<file path="config.mk">
export PLATFORM = sky130hd
export DESIGN_NAME = fdr_plane_cell
export DESIGN_NICKNAME = d
export VERILOG_FILES = /design/src/rtl/core/fdr_pkg.sv /design/src/rtl/core/fdr_plane_cell.sv
export SDC_FILE = /design/constraint.sdc
export NUM_CORES = 2
export LEC_CHECK = 0
export CORE_ASPECT_RATIO = 0.6
export CORE_UTILIZATION = 60
export DETAILED_ROUTE_END_ITERATION = 6
export DONT_BUFFER_PORTS = 1
export GPL_ROUTABILITY_DRIVEN = 0
export HOLD_SLACK_MARGIN = 0.03
export PLACE_DENSITY = 0.79
export SYNTH_ARGS = -nofsm -noshare
export SYNTH_HDL_FRONTEND = slang
export SYNTH_SLANG_ARGS = --single-unit
</file>
<file path="constraint.sdc">
create_clock -name clk -period 6.25 [get_ports clk]
set_input_delay 0.9375 -clock clk [delete_from_list [all_inputs] [get_ports clk]]
set_output_delay 0.9375 -clock clk [all_outputs]
set_load 0.1 [all_outputs]
</file>
<file path="src/rtl/core/fdr_pkg.sv">
`timescale 1ns / 1ps

package fdr_pkg;

    localparam int NUM_PLANES   = 6;
    localparam int CORDIC_STEPS = 14;
    localparam int SWEEP_LAST   = NUM_PLANES + CORDIC_STEPS - 1;

    localparam logic signed [17:0] CORDIC_START = 18'sd9949;
    localparam logic signed [16:0] QUARTER      = 17'sd16384;
    localparam logic signed [16:0] HALF_TURN    = 17'sd32768;
    localparam logic signed [17:0] TRIG_MAX     = 18'sd16384;
    localparam logic signed [17:0] TRIG_MIN     = -18'sd16384;

    typedef enum logic [2:0] {
        REG_ANGLE_XY = 3'd0,
        REG_ANGLE_XZ = 3'd1,
        REG_ANGLE_XW = 3'd2,
        REG_ANGLE_YZ = 3'd3,
        REG_ANGLE_YW = 3'd4,
        REG_ANGLE_ZW = 3'd5
    } reg_idx_t;

    // Coordinate order within a vertex: x, y, z, w.
    localparam logic [1:0] PLANE_A [0:NUM_PLANES-1] = '{2'd0, 2'd0, 2'd0, 2'd1, 2'd1, 2'd2};
    localparam logic [1:0] PLANE_B [0:NUM_PLANES-1] = '{2'd1, 2'd2, 2'd3, 2'd2, 2'd3, 2'd3};
    // XW, YW and ZW planes take the sine with the opposite sign.
    localparam logic [NUM_PLANES-1:0] PLANE_TRANS = 6'b110100;

    typedef logic [3:0][15:0] vec_t;

    typedef struct packed {
        logic signed [15:0] c;
        logic signed [15:0] s;
    } trig_t;

    typedef struct packed {
        logic signed [17:0] x;
        logic signed [17:0] y;
        logic signed [16:0] z;
        logic               flip;
        logic [2:0]         tag;
    } cord_t;

    function automatic logic signed [16:0] atan_turn(input logic [3:0] step);
        case (step)
            4'd0:    atan_turn = 17'sd8192;
            4'd1:    atan_turn = 17'sd4836;
            4'd2:    atan_turn = 17'sd2555;
            4'd3:    atan_turn = 17'sd1297;
            4'd4:    atan_turn = 17'sd651;
            4'd5:    atan_turn = 17'sd326;
            4'd6:    atan_turn = 17'sd163;
            4'd7:    atan_turn = 17'sd81;
            4'd8:    atan_turn = 17'sd41;
            4'd9:    atan_turn = 17'sd20;
            4'd10:   atan_turn = 17'sd10;
            4'd11:   atan_turn = 17'sd5;
            4'd12:   atan_turn = 17'sd3;
            4'd13:   atan_turn = 17'sd1;
            default: atan_turn = 17'sd0;
        endcase
    endfunction

    // Round Q4.26 to Q3.12 (half up) and clamp to 16 bits.
    function automatic logic signed [15:0] round_sat(input logic signed [31:0] acc);
        logic signed [31:0] sh;
        sh = (acc + 32'sd8192) >>> 14;
        if (sh > 32'sd32767)
            round_sat = 16'sh7fff;
        else if (sh < -32'sd32768)
            round_sat = 16'sh8000;
        else
            round_sat = sh[15:0];
    endfunction

endpackage

</file>
<file path="src/rtl/core/fdr_plane_cell.sv">
`timescale 1ns / 1ps

module fdr_plane_cell (
    input  logic           clk,
    input  logic           rst_n,
    input  logic [1:0]     idx_a,
    input  logic [1:0]     idx_b,
    input  fdr_pkg::trig_t trig,
    input  logic           in_valid,
    output logic           in_ready,
    input  fdr_pkg::vec_t  in_vec,
    output logic           out_valid,
    input  logic           out_ready,
    output fdr_pkg::vec_t  out_vec
);
    import fdr_pkg::*;

    logic v1_reg;
    logic v2_reg;
    logic ready1;
    logic ready2;
    vec_t vec1_reg;
    vec_t vec2_reg;
    vec_t vec2_next;
    logic signed [31:0] pa_reg;
    logic signed [31:0] pb_reg;
    logic signed [31:0] pc_reg;
    logic signed [31:0] pd_reg;
    logic signed [15:0] a;
    logic signed [15:0] b;

    assign ready2   = !v2_reg || out_ready;
    assign ready1   = !v1_reg || ready2;
    assign in_ready = ready1;

    assign a = $signed(in_vec[idx_a]);
    assign b = $signed(in_vec[idx_b]);

    always_ff @(posedge clk or negedge rst_n)
    begin
        if (!rst_n)
        begin
            v1_reg <= 1'b0;
            v2_reg <= 1'b0;
        end
        else
        begin
            if (ready1)
                v1_reg <= in_valid;
            if (ready2)
                v2_reg <= v1_reg;
        end
    end

    // Products first, then sum, round and clamp.
    always_ff @(posedge clk)
    begin
        if (ready1)
        begin
            vec1_reg <= in_vec;
            pa_reg   <= 32'(trig.c) * 32'(a);
            pb_reg   <= 32'(trig.s) * 32'(b);
            pc_reg   <= 32'(trig.s) * 32'(a);
            pd_reg   <= 32'(trig.c) * 32'(b);
        end
    end

    always_comb
    begin
        vec2_next        = vec1_reg;
        vec2_next[idx_a] = round_sat(pa_reg - pb_reg);
        vec2_next[idx_b] = round_sat(pc_reg + pd_reg);
    end

    always_ff @(posedge clk)
    begin
        if (ready2)
            vec2_reg <= vec2_next;
    end

    assign out_valid = v2_reg;
    assign out_vec   = vec2_reg;

endmodule

</file>
[Word level (Yosys, flattened, before mapping)]
Cells that the tools add are included.
Storage, ports and cells
  input port bits: 104
  output and inout port bits: 66
  bits in registers: 258
Cells by class
  muxes and demuxes: 14
  reduce and logical (&&, ||, !) cells: 6
  add/subtract/negate cells: 4
  $lt $le $gt $ge: 8
  $mul: 4
Operators by type and width (count)
  64-bit bitwise mux: 2
  16-bit by 16-bit multiplier with 32-bit output: 4
  16-bit two-way mux: 8
  32-bit by 15-bit adder with 32-bit output, second input constant: 2
  16-bit binary-select mux with 2-bit select: 2
  16-bit demux with 2-bit select: 2
  18-bit by 16-bit > comparator with 1-bit output, second input constant: 2
  18-bit by 16-bit less-than comparator with 1-bit output, second input constant: 2
  32-bit adder: 1
  32-bit subtractor: 1
  2-bit by 3-bit less-than comparator with 1-bit output, second input constant: 2
  2-bit by 1-bit greater-or-equal comparator with 1-bit output, second input constant: 2
  1-bit logical AND: 2
  1-bit zero test: 2
  1-bit logical OR: 2

[Depth between registers and ports, before layout]
  depth after elaboration: 7
  mapped depth: 28
  mapped depth without buffers: 25

[Worst setup path after synthesis]
Ideal clock, no wire load.
  path kind: register to register
  from: register v2_reg, in the netlist out_valid
  to: register pa_reg[0] (enable)
  period minus slack after synthesis: 8.459 ns
  setup time: 2.273 ns
  arrival time: 6.186 ns
  stages on the path, launching flop included: 2
  path slack: -2.209 ns
  buffers on the path: 0
  cell sequence: dfrtp_1 -> nand3b_1
On the way
  longest elaborated chain between the ends: 3
Ends and longest elaborated chain
  start, declared: line fdr_plane_cell.sv:19  | logic v2_reg;
  start signal, assigned: line fdr_plane_cell.sv:51  | v2_reg <= v1_reg;
  1-bit zero test: line fdr_plane_cell.sv:32  | assign ready2 = !v2_reg || out_ready;
  1-bit logical OR: line fdr_plane_cell.sv:32
  1-bit logical OR: line fdr_plane_cell.sv:33  | assign ready1 = !v1_reg || ready2;
  named net in_ready: line fdr_plane_cell.sv:10  | output logic in_ready,
  end signal, assigned: line fdr_plane_cell.sv:61  | pa_reg <= 32'(trig.c) * 32'(a);
  end, declared: line fdr_plane_cell.sv:25  | logic signed [31:0] pa_reg;
The timed path passes the listed nets, and every way through them passes these cells.
A chain may end at the register's enable or synchronous reset.

[Final worst setup path]
  from: input idx_a[0]
  to: register pc_reg[30], data pin
On the way
  longest elaborated chain between the ends: 3
Ends and longest elaborated chain
  start, declared: line fdr_plane_cell.sv:6  | input logic [1:0] idx_a,
  16-bit binary-select mux with 2-bit select: line fdr_plane_cell.sv:36  | assign a = $signed(in_vec[idx_a]);
  16-bit two-way mux (implied by the code): line fdr_plane_cell.sv:36
  16-bit by 16-bit multiplier with 32-bit output: line fdr_plane_cell.sv:63  | pc_reg <= 32'(trig.s) * 32'(a);
  end signal, assigned: line fdr_plane_cell.sv:63
  end, declared: line fdr_plane_cell.sv:27  | logic signed [31:0] pc_reg;
No other way between the ends. The select of a mux whose other input is x is not followed.

==> impl_metrics.toml <==
[run_status]
status = "complete, but fails checks"
violations = "DRC, setup timing"

[synth]
ys_async_sr_fraction_pct = 0.775
synth-seq-area-share_pct = 14.7
synth.area.top_cells = "fa_1 40%, edfxtp_1 15%, ha_1 11%, inv_1 8.4%, and2_1 6.0%"
syn_nets = 6944
synth_ff_type = "edfxtp_1"
ys_ff_latch = 258
yosysWarnings = 0
yosysUniqueCellTypes = 81
synth_top_cell_area_share_pct = 39.8
netlist_instances = 5346
synth.most_common_cell = "inv_1"
netlist_area_um2 = 52700
synth_common_cells = "1187 x inv_1, 1048 x fa_1, 569 x nand2_1"
syn_area_per_cell_um2 = 9.86
synth_edf_count = 256
synth_area_leader_cell = "fa_1"

[route]
routed_wl_mm = 170
drtIter0Drc = 5276
vias_per_cell = 6.05
drc = 19
num_vias = 41700
drtPass1Iterations = 7
ant_nets = 0
wire_per_inst_um = 24.6

[die]
die_w_um = 385
ios = 170
die-area_um2 = 89100
rows = 83
core_area_um2 = 86300
initial_utilization_pct = 61.1
die-height_um = 232

[clock_tree]
clk_pin_slew_ns = 0.08
clockBufferDepth = 3
clock-root-buffer = "clkbuf_16"
numCtsBuffers = 28
insertion_delay_ns = 0.64
cts_sinks = 258
h-tree-depth = 1
tritoncts = "done"

[global_route]
grt_max_degree = 123
grt_pass1_vias = 43900
grt_usage_pct = 38.1
grt_pass1_wl_mm = 256
grt.overflow.total = 0
antenna_found_initial = 9

[critical_path]
crit_type = "input port to flip-flop"
crit_path_end_kind = "flip-flop"
path_max_fanout = 21
cp_slowest_cell = "mux4_2"
cp_common_cell = "fa_1"
cp.required_ns = 6.62
cpPeakStageDelay_ns = 0.63
arrival_ns = 7.38
cp-start-kind = "input port"

[cells_and_area]
nets = 7313
nFillCells = 5617
syn2layout_area_growth_pct = 16.2
drive_gt1_share_pct = 18.8

[timing]
drv_slew = 0
fin_ws_ns = -0.763
slew_headroom_pct = 2.88
worst_slew_pin_slew_ns = 1.45
timing.final.crit_share_pct = 112
rsz0062_at_grt = "yes"
setup_viol = 61
max_freq_mhz = 143
skew_ns = 0.0227
fin_crit_ns = 7.01
finalHoldViolations = 0

[place]
post-place-ws_ns = -1.38
numPortBuffers = 0
detailed_place_hpwl_mm = 127

[hold_path]
hold_path_class = "input port to flip-flop"

[flow_run]
drv_cap = 0
through the flow:
stage / setup TNS (ns) / cell area (µm²) / instances / hold slack (ns) / util (%)
floorplan: -396.55 / 53700 / 5346 / 0.435 / -
global placement: -60.22 / 58100 / 6758 / 0.447 / 67.3
detailed placement: -66.96 / 58100 / 6758 / 0.479 / 67.3
CTS: -13.99 / 60200 / 6854 / 0.392 / 69.8
global route: -29.96 / 61300 / 6885 / 0.393 / 71.0
finish: -23.44 / 61300 / 6892 / 0.390 / 71.0
worst max-delay path, delay by kind of cell:
kind / cells / cell delay, ns
mux: 1 / 0.63
compound gates: 9 / 1.61
buf+inv: 7 / 0.73
xor+xnor: 1 / 0.09
fa+ha+maj: 7 / 3.23
simple gates: 1 / 0.17
routing by layer:
layer | vias to the layer above | routed length [µm] | GRT usage (%) | part of all wire (%)
met5 | - | 84 | 0 | 0.049
met4 | 10 | 9580 | 15.3 | 5.6
met3 | 719 | 29500 | 18.2 | 17
met2 | 3137 | 68200 | 52.5 | 40
met1 | 20600 | 62500 | 51.6 | 37
li1 | 17200 | - | - | -
cells in the final DEF (no fill, tap or decap), types with 30 or more instances in the layout:
cell type / count
buf_4: 479
a21oi_2: 42
buf_6: 53
a21oi_1: 131
edfxtp_1: 256
nand2_1: 558
a21o_1: 68
o21ai_0: 95
ha_1: 397
and2_4: 37
ha_4: 42
inv_2: 49
buf_12: 36
fa_1: 998
nor2_1: 116
inv_1: 1136
fa_2: 50
xnor2_1: 121
xor2_1: 35
mux4_2: 30
and2_1: 469
path summary, 6_finish.rpt:
| check | startpoint | endpoint | slack [ns] | depth (start not counted) |
|---|---|---|---|---|
| min in group asynchronous | rst_n | out_valid | 0.53 | 1 |
| worst max-delay path | idx_a[0] | pc_reg[30] | -0.76 | 26 |
| worst min register to register | v1_reg | out_valid | 0.49 | 1 |
| worst min-delay path | in_vec[38] | vec1_reg[38] | 0.39 | 0 |
| max in group asynchronous | rst_n | out_valid | 5.57 | 1 |
| worst max register to register | pa_reg[5] | out_vec[25] | 1.34 | 12 |
final cells by class:
type | count | area (µm²) | share of cell area [%]
Antenna cell | 9 | 22.5 | 0.0368
Clock buffer | 28 | 701 | 1.14
Clock inverter | 23 | 359 | 0.586
Inverter | 1188 | 4470 | 7.29
Multi-Input combinational cell | 3662 | 41500 | 67.7
Sequential cell | 258 | 7740 | 12.6
Tap cell | 1147 | 1440 | 2.34
Timing Repair Buffer | 577 | 5080 | 8.29
kinds of logic (layout without fill, tap and decap cells):
group                    Yosys count  after routing  synth area share, %
AO/OA/AOI/OAI                    594            594                 7.60
XOR/XNOR                         170            170                 2.82
adder cells (fa/ha/maj)         1494           1494                 50.4
buffers and inverters           1426           1816                 10.2
flip-flops                       258            258                 14.7
multiplexers                      36             36                 1.40
other                              0              9                    0
AND/OR/NAND/NOR                 1368           1368                 12.9
repair_timing:
item | in CTS | in global routing
resized for setup | 171 | 198
setup endpoints to repair | 59 | 67
hold endpoints to repair | 2 | 0
pin swaps | 80 | 139
buffers inserted | 44 | 39
cloned | 3 | 1
hold buffers | 1 | 0
Power is not shown: default switching activity piles up to over one toggle a cycle in this logic, so the estimate is an artifact.
