<file path="config.mk">
export PLATFORM = sky130hd
export DESIGN_NAME = fdr_trig
export DESIGN_NICKNAME = d
export VERILOG_FILES = /design/src/rtl/core/fdr_pkg.sv /design/src/rtl/core/fdr_cordic_cell.sv /design/src/rtl/core/fdr_trig.sv
export SDC_FILE = /design/constraint.sdc
export NUM_CORES = 2
export LEC_CHECK = 0
export CORE_MARGIN = 5
export CORE_UTILIZATION = 58
export DETAILED_ROUTE_END_ITERATION = 12
export DONT_BUFFER_PORTS = 1
export GPL_TIMING_DRIVEN = 0
export HOLD_SLACK_MARGIN = 0.05
export PLACE_DENSITY = 0.82
export SLEW_MARGIN = 20
export SYNTH_ARGS = -nofsm -noshare
export SYNTH_HDL_FRONTEND = slang
export SYNTH_SLANG_ARGS = --single-unit
export TNS_END_PERCENT = 100
</file>
<file path="constraint.sdc">
create_clock -name clk -period 3.53 [get_ports clk]
set_input_delay 1.059 -clock clk [delete_from_list [all_inputs] [get_ports clk]]
set_output_delay 1.059 -clock clk [all_outputs]
set_load 0.1 [all_outputs]
</file>
<file path="src/rtl/core/fdr_pkg.sv">
`timescale 1ns / 1ps

package fdr_pkg;

    localparam int NUM_PLANES   = 6;
    localparam int CORDIC_STEPS = 14;
    localparam int SWEEP_LAST   = NUM_PLANES + CORDIC_STEPS - 1;

    localparam logic signed [17:0] CORDIC_START = 18'sd9949;
    localparam logic signed [16:0] QUARTER      = 17'sd16384;
    localparam logic signed [16:0] HALF_TURN    = 17'sd32768;
    localparam logic signed [17:0] TRIG_MAX     = 18'sd16384;
    localparam logic signed [17:0] TRIG_MIN     = -18'sd16384;

    typedef enum logic [2:0] {
        REG_ANGLE_XY = 3'd0,
        REG_ANGLE_XZ = 3'd1,
        REG_ANGLE_XW = 3'd2,
        REG_ANGLE_YZ = 3'd3,
        REG_ANGLE_YW = 3'd4,
        REG_ANGLE_ZW = 3'd5
    } reg_idx_t;

    // Coordinate order within a vertex: x, y, z, w.
    localparam logic [1:0] PLANE_A [0:NUM_PLANES-1] = '{2'd0, 2'd0, 2'd0, 2'd1, 2'd1, 2'd2};
    localparam logic [1:0] PLANE_B [0:NUM_PLANES-1] = '{2'd1, 2'd2, 2'd3, 2'd2, 2'd3, 2'd3};
    // XW, YW and ZW planes take the sine with the opposite sign.
    localparam logic [NUM_PLANES-1:0] PLANE_TRANS = 6'b110100;

    typedef logic [3:0][15:0] vec_t;

    typedef struct packed {
        logic signed [15:0] c;
        logic signed [15:0] s;
    } trig_t;

    typedef struct packed {
        logic signed [17:0] x;
        logic signed [17:0] y;
        logic signed [16:0] z;
        logic               flip;
        logic [2:0]         tag;
    } cord_t;

    function automatic logic signed [16:0] atan_turn(input logic [3:0] step);
        case (step)
            4'd0:    atan_turn = 17'sd8192;
            4'd1:    atan_turn = 17'sd4836;
            4'd2:    atan_turn = 17'sd2555;
            4'd3:    atan_turn = 17'sd1297;
            4'd4:    atan_turn = 17'sd651;
            4'd5:    atan_turn = 17'sd326;
            4'd6:    atan_turn = 17'sd163;
            4'd7:    atan_turn = 17'sd81;
            4'd8:    atan_turn = 17'sd41;
            4'd9:    atan_turn = 17'sd20;
            4'd10:   atan_turn = 17'sd10;
            4'd11:   atan_turn = 17'sd5;
            4'd12:   atan_turn = 17'sd3;
            4'd13:   atan_turn = 17'sd1;
            default: atan_turn = 17'sd0;
        endcase
    endfunction

    // Round Q4.26 to Q3.12 (half up) and clamp to 16 bits.
    function automatic logic signed [15:0] round_sat(input logic signed [31:0] acc);
        logic signed [31:0] sh;
        sh = (acc + 32'sd8192) >>> 14;
        if (sh > 32'sd32767)
            round_sat = 16'sh7fff;
        else if (sh < -32'sd32768)
            round_sat = 16'sh8000;
        else
            round_sat = sh[15:0];
    endfunction

endpackage

</file>
<file path="src/rtl/core/fdr_cordic_cell.sv">
`timescale 1ns / 1ps

module fdr_cordic_cell (
    input  logic          clk,
    input  logic          rst_n,
    input  logic [3:0]    step,
    input  logic          in_valid,
    input  fdr_pkg::cord_t in_data,
    output logic          out_valid,
    output fdr_pkg::cord_t out_data
);
    import fdr_pkg::*;

    logic  valid_reg;
    cord_t data_reg;
    cord_t data_next;
    logic signed [17:0] dx;
    logic signed [17:0] dy;
    logic signed [16:0] t;

    always_comb
    begin
        dx = in_data.y >>> step;
        dy = in_data.x >>> step;
        t  = atan_turn(step);
        data_next = in_data;
        if (!in_data.z[16])
        begin
            data_next.x = in_data.x - dx;
            data_next.y = in_data.y + dy;
            data_next.z = in_data.z - t;
        end
        else
        begin
            data_next.x = in_data.x + dx;
            data_next.y = in_data.y - dy;
            data_next.z = in_data.z + t;
        end
    end

    always_ff @(posedge clk or negedge rst_n)
    begin
        if (!rst_n)
            valid_reg <= 1'b0;
        else
            valid_reg <= in_valid;
    end

    always_ff @(posedge clk)
    begin
        data_reg <= data_next;
    end

    assign out_valid = valid_reg;
    assign out_data  = data_reg;

endmodule

</file>
<file path="src/rtl/core/fdr_trig.sv">
`timescale 1ns / 1ps

module fdr_trig (
    input  logic                clk,
    input  logic                rst_n,
    input  logic                cfg_we,
    input  logic [2:0]          cfg_index,
    input  logic [15:0]         cfg_data,
    output logic                busy,
    output fdr_pkg::trig_t [5:0] trig
);
    import fdr_pkg::*;

    logic [15:0] angle_reg [0:NUM_PLANES-1];
    trig_t       trig_reg  [0:NUM_PLANES-1];
    logic [4:0]  cnt_reg;
    logic [4:0]  cnt_next;
    logic        busy_reg;
    logic        busy_next;

    logic  chain_valid [0:CORDIC_STEPS];
    cord_t chain_data  [0:CORDIC_STEPS];

    logic signed [16:0] a;
    logic signed [15:0] c_clamp;
    logic signed [15:0] s_clamp;
    cord_t tail;
    trig_t post;

    always_ff @(posedge clk or negedge rst_n)
    begin
        if (!rst_n)
        begin
            for (int i = 0; i < NUM_PLANES; i++)
                angle_reg[i] <= 16'd0;
        end
        else if (cfg_we && (cfg_index < 3'(NUM_PLANES)))
        begin
            angle_reg[cfg_index] <= cfg_data;
        end
    end

    // Sweep the six angles through the chain after reset and after every write.
    always_comb
    begin
        cnt_next  = cnt_reg;
        busy_next = busy_reg;
        if (cfg_we)
        begin
            cnt_next  = 5'd0;
            busy_next = 1'b1;
        end
        else if (busy_reg)
        begin
            cnt_next = cnt_reg + 5'd1;
            if (cnt_reg == 5'(SWEEP_LAST))
                busy_next = 1'b0;
        end
    end

    always_ff @(posedge clk or negedge rst_n)
    begin
        if (!rst_n)
        begin
            cnt_reg  <= 5'd0;
            busy_reg <= 1'b1;
        end
        else
        begin
            cnt_reg  <= cnt_next;
            busy_reg <= busy_next;
        end
    end

    // Fold the phase into [-quarter, quarter]; negate at the end if folded.
    always_comb
    begin
        a = {angle_reg[cnt_reg[2:0]][15], angle_reg[cnt_reg[2:0]]};
        chain_data[0].x    = CORDIC_START;
        chain_data[0].y    = 18'sd0;
        chain_data[0].flip = 1'b0;
        chain_data[0].tag  = cnt_reg[2:0];
        chain_data[0].z    = a;
        if (a > QUARTER)
        begin
            chain_data[0].z    = a - HALF_TURN;
            chain_data[0].flip = 1'b1;
        end
        else if (a < -QUARTER)
        begin
            chain_data[0].z    = a + HALF_TURN;
            chain_data[0].flip = 1'b1;
        end
        chain_valid[0] = busy_reg && (cnt_reg < 5'(NUM_PLANES));
    end

    for (genvar i = 0; i < CORDIC_STEPS; i++)
    begin : g_cell
        fdr_cordic_cell u_cell (
            .clk      (clk),
            .rst_n    (rst_n),
            .step     (4'(i)),
            .in_valid (chain_valid[i]),
            .in_data  (chain_data[i]),
            .out_valid(chain_valid[i+1]),
            .out_data (chain_data[i+1])
        );
    end

    always_comb
    begin
        tail = chain_data[CORDIC_STEPS];
        if (tail.x > TRIG_MAX)
            c_clamp = TRIG_MAX[15:0];
        else if (tail.x < TRIG_MIN)
            c_clamp = TRIG_MIN[15:0];
        else
            c_clamp = tail.x[15:0];
        if (tail.y > TRIG_MAX)
            s_clamp = TRIG_MAX[15:0];
        else if (tail.y < TRIG_MIN)
            s_clamp = TRIG_MIN[15:0];
        else
            s_clamp = tail.y[15:0];
        post.c = tail.flip ? -c_clamp : c_clamp;
        post.s = (tail.flip ^ PLANE_TRANS[tail.tag]) ? -s_clamp : s_clamp;
    end

    always_ff @(posedge clk)
    begin
        if (chain_valid[CORDIC_STEPS])
            trig_reg[tail.tag] <= post;
    end

    assign busy = busy_reg;

    for (genvar p = 0; p < NUM_PLANES; p++)
    begin : g_out
        assign trig[p] = trig_reg[p];
    end

endmodule

</file>
### Yosys cells after proc, flatten, opt, wreduce, memory -nomap -nowiden

Memories as Yosys holds them, arrays and structs flattened. A register that Yosys moved wholly into a read port is not among the register bits.
Cells that the tools add are included.

| operators by class | value |
|---|---|
| mux-type cells | 36 |
| eq/ne operators | 1 |
| $add $sub $neg | 85 |
| magnitude comparators | 12 |
| reduce and logical (&&, ||, !) cells | 4 |
| bitwise operators | 3 |

Operators by type and width:

| kind | count |
|---|---|
| $mux W53 | 13 |
| $add A17 B17 Y17 | 14 |
| $sub A17 B17 Y17 | 14 |
| $mux W16 | 9 |
| $bwmux W96 | 1 |
| $add A18 B14 Y18 | 3 |
| $sub A18 B14 Y18 | 3 |
| $bmux W16 S3 | 1 |
| $demux W16 S3 | 1 |
| $add A18 B10 Y18 | 2 |
| $add A18 B11 Y18 | 2 |
| $add A18 B12 Y18 | 2 |
| $add A18 B13 Y18 | 2 |
| $add A18 B15 Y18 | 2 |
| $add A18 B16 Y18 | 2 |
| $add A18 B5 Y18 | 2 |
| $add A18 B6 Y18 | 2 |
| $add A18 B7 Y18 | 2 |
| $add A18 B8 Y18 | 2 |
| $add A18 B9 Y18 | 2 |
| $gt A18 B16 Y1 const B | 2 |
| $lt A18 B15 Y1 const B | 2 |
| $mux W18 | 2 |
| $sub A18 B10 Y18 | 2 |
| other kinds (31) | 52 |

| word-level totals | value |
|---|---|
| input bits | 22 |
| memory bits (read-only) | 3144 |
| memories | 16 |
| register bits | 893 |
| output and inout bits | 193 |
| word-level logic and storage cells | 248 |
| RAM bits | 192 |

Memories:

| memory | depth | bits a word | rd ports | clocked after memory_dff | wr ports | line | source |
|---|---|---|---|---|---|---|---|
| (name not given) | 16 | 14 | 1 | 0 | 0 | fdr_pkg.sv:46 | `case (step)` |
| (name not given) | 16 | 14 | 1 | 0 | 0 | fdr_pkg.sv:46 |  |
| (name not given) | 16 | 14 | 1 | 0 | 0 | fdr_pkg.sv:46 |  |
| (name not given) | 16 | 14 | 1 | 0 | 0 | fdr_pkg.sv:46 |  |
| (name not given) | 16 | 14 | 1 | 0 | 0 | fdr_pkg.sv:46 |  |
| (name not given) | 16 | 14 | 1 | 0 | 0 | fdr_pkg.sv:46 |  |
| +10 memories | - | - | - | - | - | - |  |

### Logic depth before layout (Yosys ltp)

| logic depth | value |
|---|---|
| word-level depth | 9 |
| mapped depth | 17 |
| gate-level depth less buffers | 17 |

### By module

From an unflattened synthesis, not the netlist that was laid out.

| unflattened totals | value |
|---|---|
| cell total of the unflattened synthesis | 11422 |
| area, all modules | 106086.7 sq um |

By module, submodules not included:

| module | area each (sq um) | times used | seq. area each (sq um) | cells each |
|---|---|---|---|---|
| fdr_cordic_cell at g_cell[11].u_cell ... | 6890.4 | 7 | 1166.1 | 769 |
| fdr_cordic_cell at g_cell[0].u_cell ... | 6558.8 | 3 | 1166.1 | 739 |
| fdr_trig | 11591.1 | 1 | 8319.2 | 722 |
| fdr_cordic_cell at g_cell[10].u_cell | 6716.4 | 1 | 1166.1 | 773 |
| fdr_cordic_cell at g_cell[8].u_cell | 6675.2 | 1 | 1166.1 | 772 |
| fdr_cordic_cell at g_cell[7].u_cell | 6641.4 | 1 | 1166.1 | 794 |
| fdr_cordic_cell at g_cell[9].u_cell | 6553.8 | 1 | 1166.1 | 761 |

### Least setup slack after synthesis

Ideal clock, no wire load.

| timing path | value |
|---|---|
| path kind | reg2reg |
| start point | reg g_cell[1].u_cell.data_reg, in the netlist g_cell[1].u_cell.out_data[20] |
| end point | reg g_cell[2].u_cell.data_reg, in the netlist g_cell[2].u_cell.out_data[38] |
| period minus slack after synthesis | 3615 ps |
| slack | -85 ps |
| data required time | 3458 ps |
| stages on the path, launching flop included | 13 |
| path buffers | 2 |
| library setup time | 72 ps |
| arrival time | 3543 ps |
| cells stage by stage | dfxtp_1 -> clkbuf_1 -> buf_1 -> xor2_1 -> fa_1 -> a21o_1 -> a311o_1 -> o31a_1 -> a211o_1 -> a21oi_1 -> o21ai_0 -> a21oi_1 -> xnor2_1 |

RTL lines:

| element | line | source |
|---|---|---|
| start, declared | fdr_cordic_cell.sv:15 | `cord_t data_reg;` |
| start signal, assigned | fdr_cordic_cell.sv:51 | `data_reg <= data_next;` |
| end signal, assigned | fdr_cordic_cell.sv:51 |  |
| end, declared | fdr_cordic_cell.sv:15 |  |

==> results.md <==
* TritonCTS Buffers at 104
* Die Span Y at 323.6 µm
* Worst hold slack at 0.1802 ns
* XOR/XNOR share of the synthesized area at 0.1124
* Worst-path clk slew at 0.06 ns
* Slew headroom at 0.2544
* Max-capacitance violation count at 0
* Most frequent cells in the layout: dfxtp_1 (704), ha_1 (643), a21oi_1 (497), xnor2_1 (471), nor2_1 (447)
* Initial DRC Count at 2927
* CP Data Arrival Time at 4.13 ns
* Worst Setup End Kind: flop
* Minimum setup slack among reg-to-reg paths at 0.04 ns
* Syn Area/Cell at 9.977 µm²
* Final #Nets at 6585
* Post-synthesis cell type count at 85
* CP Capture Point: g_cell[13].u_cell.out_data[55]
* Clock Skew at 0.08002 ns
* Post-synthesis register bit count at 1030
* Final worst slack at 0.04035 ns
* N_diodes at 0
* Row Count at 115
* Largest family of logic cells by synthesized area: compound AO/OA/AOI/OAI gates
* # H-tree levels at 3
* CP most frequent cell: a21oi_2
* Asr flop ratio synth at 0.1126
* Die footprint at 104700 µm²
* Largest net degree at the start of global routing at 116
* Fin. Hold Viols at 0
* Final min period at 3.490 ns
* Worst setup path category: reg -> reg
* Clk_lat worst skew at 0.73 ns
* Max-slew violations at 0
* Syn Nets at 6423
* Synth Area in Adders at 0.1554
* Status: finished clean
* CTS tree: yes
* Placer Congestion at 0.9382
* Critical Path RT at 4.17 ns
* DIE WIDTH at 323.6 µm
* Layout cells sized above 1 at 0.1018
* DR WL/cell at 18.48 µm
* Area occupied by multi-input gates at 33220 µm²
* Seq/Total Area, Yosys at 0.4055
* Total GRT Usage at 0.2467
* Pre-Repair DR Iteration Count at 5
* Fmax at 286.6 MHz
* Mux share of post-synthesis cell area at 0.03844
* Util after Layout at 0.6520
* Final period util at 0.9886
* Remaining global-route overflow at 0
* Sequential cell area at 23150 µm²
* Post-Route WL at 134100 µm
* Vias per cell at 5.883
* Mapped cell area at 57030 µm²
* Area grow syn2layout at 12.03%
* CTS max path bufs at 3
* Reg-to-reg endpoint: g_cell[13].u_cell.out_data[55]
* Crit path cell chain: inv_1 -> ha_1 -> mux2_2 -> fa_1 -> a21o_1 -> a21oi_2 -> o21ai_1 -> a41o_1 -> a31o_2 -> a221o_1 -> a21oi_2 -> xnor2_1
* Dpl cell area at 58830 µm²
* Clk root buf: clkbuf_16
* HPWL Detailed at 97970 µm
* Initial core utilization at 0.5820
* Simple-gate area share of the yosys netlist at 0.1007
* R2R cell count at 12
* Core Area at 97990 µm²
* Filler Cells Inserted at 7159
* Worst r2r src: g_cell[12].u_cell.out_data[34]
* Crit. Startpoint: g_cell[12].u_cell.out_data[34]
* Main synth FF type: dfxtp_1
* Detail Route Antenna Nets at 0
* IO buf count at 0
* Yosys warning total at 0
* CTS sink cnt at 1030
* Via count at 42700
* Number of enable flip-flop cells after synthesis at 192
* Final setup viols at 0
* Tightest Pin Transition at 1.121 ns
* Drt drc at 0
* Number of flip-flops in the largest register at 721
* Synth Area in Compound Gates at 0.1620
* Final Cell Area at 63890 µm²
* Global-route wire length before repair at 213300 µm
* Startpoint class of the critical path: flop
* Commonest non-fill, non-tap cell in the layout: dfxtp_1
* Worst min path class: in -> async
* Slowest-stage cell, CP: fa_1
* Crit path max fanout at 4
* CP peak stage delay at 0.44 ns
* Vias in the first global route at 41880
* Number of antenna violations at the first check in global routing at 2
* Place WS at -1.009 ns
* I/O pin count at 215
* Syn Inst Count at 5716
[worst min-delay path by stage]
stage | cells after the start | from | to
detailed placement | 0 | g_cell[5].u_cell.out_data[3] | g_cell[6].u_cell.out_data[3]
global placement | 0 | g_cell[11].u_cell.out_data[3] | g_cell[12].u_cell.out_data[3]
CTS | 0 | rst_n | busy
global route | 0 | rst_n | busy
floorplan | 0 | g_cell[9].u_cell.out_data[0] | g_cell[10].u_cell.out_data[0]
finish | 0 | rst_n | busy
[area by class of cell]
cell class,instances,share of cell area
Sequential cell,1030,0.3624
Tap cell,1287,0.02520
Clock inverter,68,0.01527
Timing Repair inverter,1,0.00007833
Timing Repair Buffer,62,0.008440
Inverter,305,0.01853
Multi-Input combinational cell,4301,0.5200
Buffer,73,0.005777
Clock buffer,130,0.04434
[synth_stat cells, types with 10 or more instances]
cell type	n	area [µm²]
a211o_1	13	113.9
a211oi_1	55	412.9
a21boi_0	18	135.1
a21o_1	202	1516
a21oi_1	512	2562
a31oi_1	60	375.4
and2_1	11	68.82
and3_1	28	175.2
clkbuf_1	65	244.0
dfrtp_1	115	2878
dfxtp_1	722	14450
edfxtp_1	192	5766
fa_1	39	780.8
ha_1	646	8083
inv_1	302	1134
mux2_2	120	1351
mux2i_1	48	480.5
mux4_2	16	360.4
nand2_1	248	930.9
nand2b_1	53	331.6
nand3_1	64	320.3
nand4_1	33	206.5
nor2_1	458	1719
nor2b_1	89	556.8
nor3_1	139	695.7
nor4_1	29	181.4
o211ai_1	14	105.1
o21a_1	75	563.0
o21ai_0	270	1351
o21ai_1	12	60.06
o21bai_1	58	435.4
o221ai_1	10	87.58
o22ai_1	10	62.56
o31a_1	14	122.6
o31ai_1	30	225.2
o41ai_1	16	140.1
or3_1	27	168.9
or4_1	10	75.07
xnor2_1	473	4143
xor2_1	259	2268
[critical path, delay by kind of cell, from the launching register on]
kind | cells | cell delay [ns]
flops | 1 | 0.41
mux | 1 | 0.34
compound gates | 7 | 1.60
buf+inv | 1 | 0.12
xor+xnor | 1 | 0.15
fa+ha+maj | 2 | 0.77
[logic make-up (layout without fill, tap and decap cells)]
family                   count (synthesis)  count (layout)
buffers and inverters                  385             639
XOR/XNOR                               732             732
AO/OA/AOI/OAI                         1471            1471
adder cells (fa/ha/maj)                685             685
other                                    1               1
AND/OR/NAND/NOR                       1228            1228
flip-flops                            1030            1030
multiplexers                           184             184
[metrics by stage]
step	TNS (ns)	cells
after floorplan	0	5716
after global placement	-111.54	7003
after detailed placement	-54.75	7015
after CTS	0	7229
after global routing	-0.7815	7257
final	0	7257
[per-layer routing]
| layer | global-route usage | share of wire |
|---|---|---|
| met3 | 0.03556 | 0.055 |
| met5 | 0 | 0.000060 |
| met4 | 0.1031 | 0.044 |
| met1 | 0.3054 | 0.41 |
| met2 | 0.4337 | 0.49 |
[repair_timing]
item	4_1_cts	5_1_grt
setup buffers	18	31
gates cloned	0	1
hold endpoints to repair	115	0
resized for setup	126	144
hold buffers	1	0
endpoints found under the setup margin	239	165
pin swaps	8	30
Power is left out: the tool's default activity adds up to more than one toggle a clock period on the data nets, which glitch-free logic cannot reach.
